===== config.mk =====
export PLATFORM = sky130hd
export DESIGN_NAME = ght_ram
export DESIGN_NICKNAME = d
export VERILOG_FILES = /design/src/sv/ght_ram.sv
export SDC_FILE = /design/constraint.sdc
export NUM_CORES = 2
export LEC_CHECK = 0
export BUFFER_PORTS_ARGS = -buffer_cell sky130_fd_sc_hd__buf_2
export CAP_MARGIN = 20
export CORE_MARGIN = 10
export CORE_UTILIZATION = 63
export CTS_BUF_LIST = sky130_fd_sc_hd__clkbuf_16
export CTS_CLUSTER_SIZE = 12
export DETAILED_ROUTE_END_ITERATION = 6
export HOLD_SLACK_MARGIN = 0.05
export PLACE_DENSITY = 0.78
export SLEW_MARGIN = 20
export SYNTH_ARGS = -nofsm -noshare
export SYNTH_HDL_FRONTEND = slang
export SYNTH_SLANG_ARGS = --single-unit

===== constraint.sdc =====
create_clock -name clk -period 3.7 [get_ports clk]
set_clock_uncertainty 0.15 [all_clocks]
set_input_delay 0.925 -clock clk [delete_from_list [all_inputs] [get_ports clk]]
set_output_delay 0.925 -clock clk [all_outputs]
set_load 0.005 [all_outputs]

===== src/sv/ght_ram.sv =====
// ----------------------------------------------------------------------------
// ght_ram
// generic single write, single read ram with registered read data
// ----------------------------------------------------------------------------
module ght_ram #(
  parameter int WIDTH = 8,
  parameter int DEPTH = 256
) (
  input  logic                     clk,
  input  logic                     we,
  input  logic [$clog2(DEPTH)-1:0] wa,
  input  logic [WIDTH-1:0]         wd,
  input  logic [$clog2(DEPTH)-1:0] ra,
  output logic [WIDTH-1:0]         rd
);

  logic [WIDTH-1:0] mem [DEPTH];

  always_ff @(posedge clk) begin
    if (we) begin
      mem[wa] <= wd;
    end
    rd <= mem[ra];
  end

endmodule


Yosys cells after proc, flatten, opt, wreduce, memory -nomap -nowiden
Memories as Yosys holds them, arrays and structs flattened. A register that Yosys moved wholly into a read port is not among the register bits.
Index checks and enable logic that the tools add are counted.

word-level totals
  flip-flop bits (word level) = 0
  bits in writable memories = 2048
  bits of input ports = 26
  output and inout port bits = 8
  logic and storage cells = 3
  memories kept = 1

operators by class
  mux-type cells = 2

memory list
  name  words  bits a word  read ports  clocked after Yosys merged registers in  write ports  RTL line  source
  mem   256    8            1           1                                        1            17        logic [WIDTH-1:0] mem [DEPTH];

operator list
  cell     number
  $mux W1  2

Depth between registers and ports, before layout
  depth in word-level cells = 2
  mapped depth = 11
  depth with buffers taken out = 6

Least setup slack after synthesis
Ideal clock, no wire load.

  kind = input port to flip-flop
  start point = input ra[0]
  end point = register rd[2], read port of mem
  setup time = 131 ps
  data arrival time = 2732 ps
  required time = 3419 ps
  setup slack = 687 ps
  stages on the path = 9
  path buffers = 4
  cells stage by stage = buf_6 > buf_12 > buf_8 > buf_2 > mux4_2 > a22oi_1 > a21oi_1 > nor4_1 > nor4_2

RTL lines
  element      RTL line  source
  from (decl)  13        input logic [$clog2(DEPTH)-1:0] ra,
  to (decl)    14        output logic [WIDTH-1:0] rd

==> impl_metrics.yaml <==
finish:
  layout_common_cells: "edfxtp_1 (2048), buf_4 (483), mux4_2 (454)"
  multi_input_area_sq_um: 16500
  nNetsFinal: 4288
  area_delta_synth_final_pct: 14.0
  drive_above_1_share: 0.288
  layout_commonest_cell: "edfxtp_1"
  instances_no_fill: 6028
  regArea_sq_um: 61700
  fillers: 6805
worst_setup_path:
  end_kind: "register"
  slowest_delay_ns: 0.77
  cp.arrival_ns: 4.08
  start_kind: "primary input"
  slowest_stage: "nor4_1"
  required_ns: 4.28
  path_cells: "buf_8, buf_12, buf_12, mux4_2, mux4_2, nor2b_1, nor4_1, buf_4, nor4_2, buf_4"
  path_class: "in -> reg"
  cp_top_family: "multiplexers"
  worstSetupStartpoint: "ra[0]"
  path_max_fanout: 16
  worstReg2RegStart: "mem[173][1]$_DFFE_PP_"
  crit_buf_inv: 5
cts:
  insertion_delay_ns: 0.84
  htreeDepth: 4
  tritoncts: "yes"
  clockBufferDepth: 3
  postCtsHoldBufs: 0
  clock_sinks: 2056
  clkTransAtPathRegs_ns: 0.06
  postCtsSetupBuffers: 0
  cts_root_buf: "clkbuf_16"
  post_cts_resized: 0
  cts_made_buffers: 200
min_path:
  hold_start: "wd[3]"
  min_path_type: "in -> reg"
placed_design:
  dpl_worst_slack_ns: -0.739
  hpwl_mm: 122
  gp_congestion: 0.864
  place.port_buffers: 33
  dp.cells: 5710
power_and_ir_drop:
  max-vdd-ir-drop_mv: 0.559
  power.leakage_nw: 29.4
  pwr_density_cell_nw_per_um2: 512
global_routing:
  grt_max_degree: 114
  grt_pass1_wl_mm: 293
  antenna_found_initial: 15
  overflow: 0
  first_global_vias: 42474
  grt_use_total: 0.285
drt:
  drt-met1-wl_mm: 70.0
  highest_layer: "met5"
  initialDrtViolationCount: 6406
  wl_met3_mm: 26.2
  vias: 41910
  postRouteAntennaNets: 0
  met2_length_mm: 96.4
  routed_wl_mm: 201
  vias_per_cell: 6.95
  wire_per_inst_microns: 33.3
  dr.pass1.iters: 7
  drcViolationCount: 0
sta:
  rsz0062_at_grt: "no"
  finalCriticalPeriod_ns: 3.50
  final_hold_viol_count: 0
  setup_viol: 0
  worstMarginPinSlew_ns: 0.994
  maxSlewViolCount: 0
  min_period_over_period: 0.947
  setup_slack_ns: 0.196
  max_freq_mhz: 285
  max_slew_margin: 0.336
floorplan:
  die_w_microns: 375
  start_util: 0.634
  placeableCoreArea_sq_um: 126000
  die_y_microns: 375
  io_pins: 34
  die_area_sq_um: 141000
  num_rows: 130
synthesis:
  syn_area_per_cell_sq_um: 21.3
  yosysWarnings: 0
  synth-seq-cells: 2056
  synth_area_leader_cell: "edfxtp_1"
  syn_nets: 3759
  synthTopCellsByArea: "edfxtp_1 (77%), mux4_2 (13%), mux2i_1 (1.7%)"
  synth_top_area_frac: 0.773
  synth_area_sq_um: 79600
  syn_inst: 3733
  synth-edff-count: 2048
  yosys_most_used_dff: "edfxtp_1"
  yosysUniqueCellTypes: 55
  async_reset_ff_frac: 0
  ys_seq_area_frac: 0.775
flow_run:
  drv_cap: 0
run_status:
  status: "finished, final reports clean"
==> logic make-up (layout without fill, tap and decap cells) <==
group	count (synthesis)	count (layout)	share of synthesized area
flops	2056	2056	0.775
mux	591	591	0.146
simple gates	466	466	0.0263
compound gates	385	385	0.0342
buf+inv	235	875	0.0183
other cells	0	5	0
==> metrics by stage <==
stage	total power (W)	util	instance area (sq um)	hold WS (ns)	setup TNS [ns]
after global placement	0.0286	0.677	85000	0.986	-3.87
after detailed placement	0.0287	0.677	85000	1.02	-3.72
after CTS	0.0465	0.722	90700	0.358	0
final	0.0464	0.722	90700	0.405	0
after global routing	0.0476	0.722	90700	0.396	0
after floorplan	0.0274	-	79600	0.620	0
==> layout make-up <==
cell class	count	share of cell area
diodes	5	0.000138
inverters	2	0.0000828
flip-flops and latches	2056	0.680
clock buffers	205	0.0566
multi-input cells	1442	0.182
clock inverters	108	0.00606
repair buffers	560	0.0527
well taps	1650	0.0228
==> path summary, 6_finish.rpt <==
kind | slack [ns] | end | cells after the start
max reg2reg | 0.61 | rd[1]$_DFF_P_ | 7
min | 0.40 | mem[224][3]$_DFFE_PP_ | 1
max | 0.20 | rd[2]$_DFF_P_ | 10
min reg2reg | 1.05 | rd[7]$_DFF_P_ | 6
==> report_power, final <==
group | total (W) | switching [W] | internal (W)
Clock | 0.0182 | 0.00820 | 0.00999
Combinational | 0.00252 | 0.00156 | 0.000953
Sequential | 0.0257 | 0.0000514 | 0.0257
Total | 0.0464 | 0.00982 | 0.0366
==> per-layer routing <==
layer | up-vias | track usage
met5 | - | 0
met4 | 14 | 0.109
met3 | 475 | 0.0779
met2 | 3174 | 0.446
met1 | 21545 | 0.388
li1 | 16702 | -
==> cells in the mapped netlist, types with 5 or more instances <==
cell type and count:
buf_1 22, and2_1 6, nand4_1 10, clkbuf_1 111, buf_8 13, nand2b_1 8
a221oi_1 13, nand3_1 34, o22ai_1 28, a21oi_1 96, buf_6 21, o211ai_1 10
buf_12 8, a22o_1 8, edfxtp_1 2048, buf_2 31, buf_4 27, nand2_1 33
a211oi_1 16, nor3_1 22, o221ai_1 46, o22a_1 5, mux4_2 454, dfxtp_1 8
nor2b_1 31, nor4_1 24, nor2_1 282, mux2i_1 134, a22oi_1 133, o21ai_0 10
==> sequential cells by signal, indices dropped and copies added (netlist names) <==
register  flops
mem        2048
rd            8
==> worst reg2reg max path: cells and delay by family (launching register included) <==
family	cells	cell delay, ns
DFF	1	0.34
and+or+nand+nor	2	0.66
muxes	1	0.24
AOI/OAI and AO/OA	3	1.36
buffers and inverters	1	0.25
No activity file was read; power rests on OpenSTA's default activity.
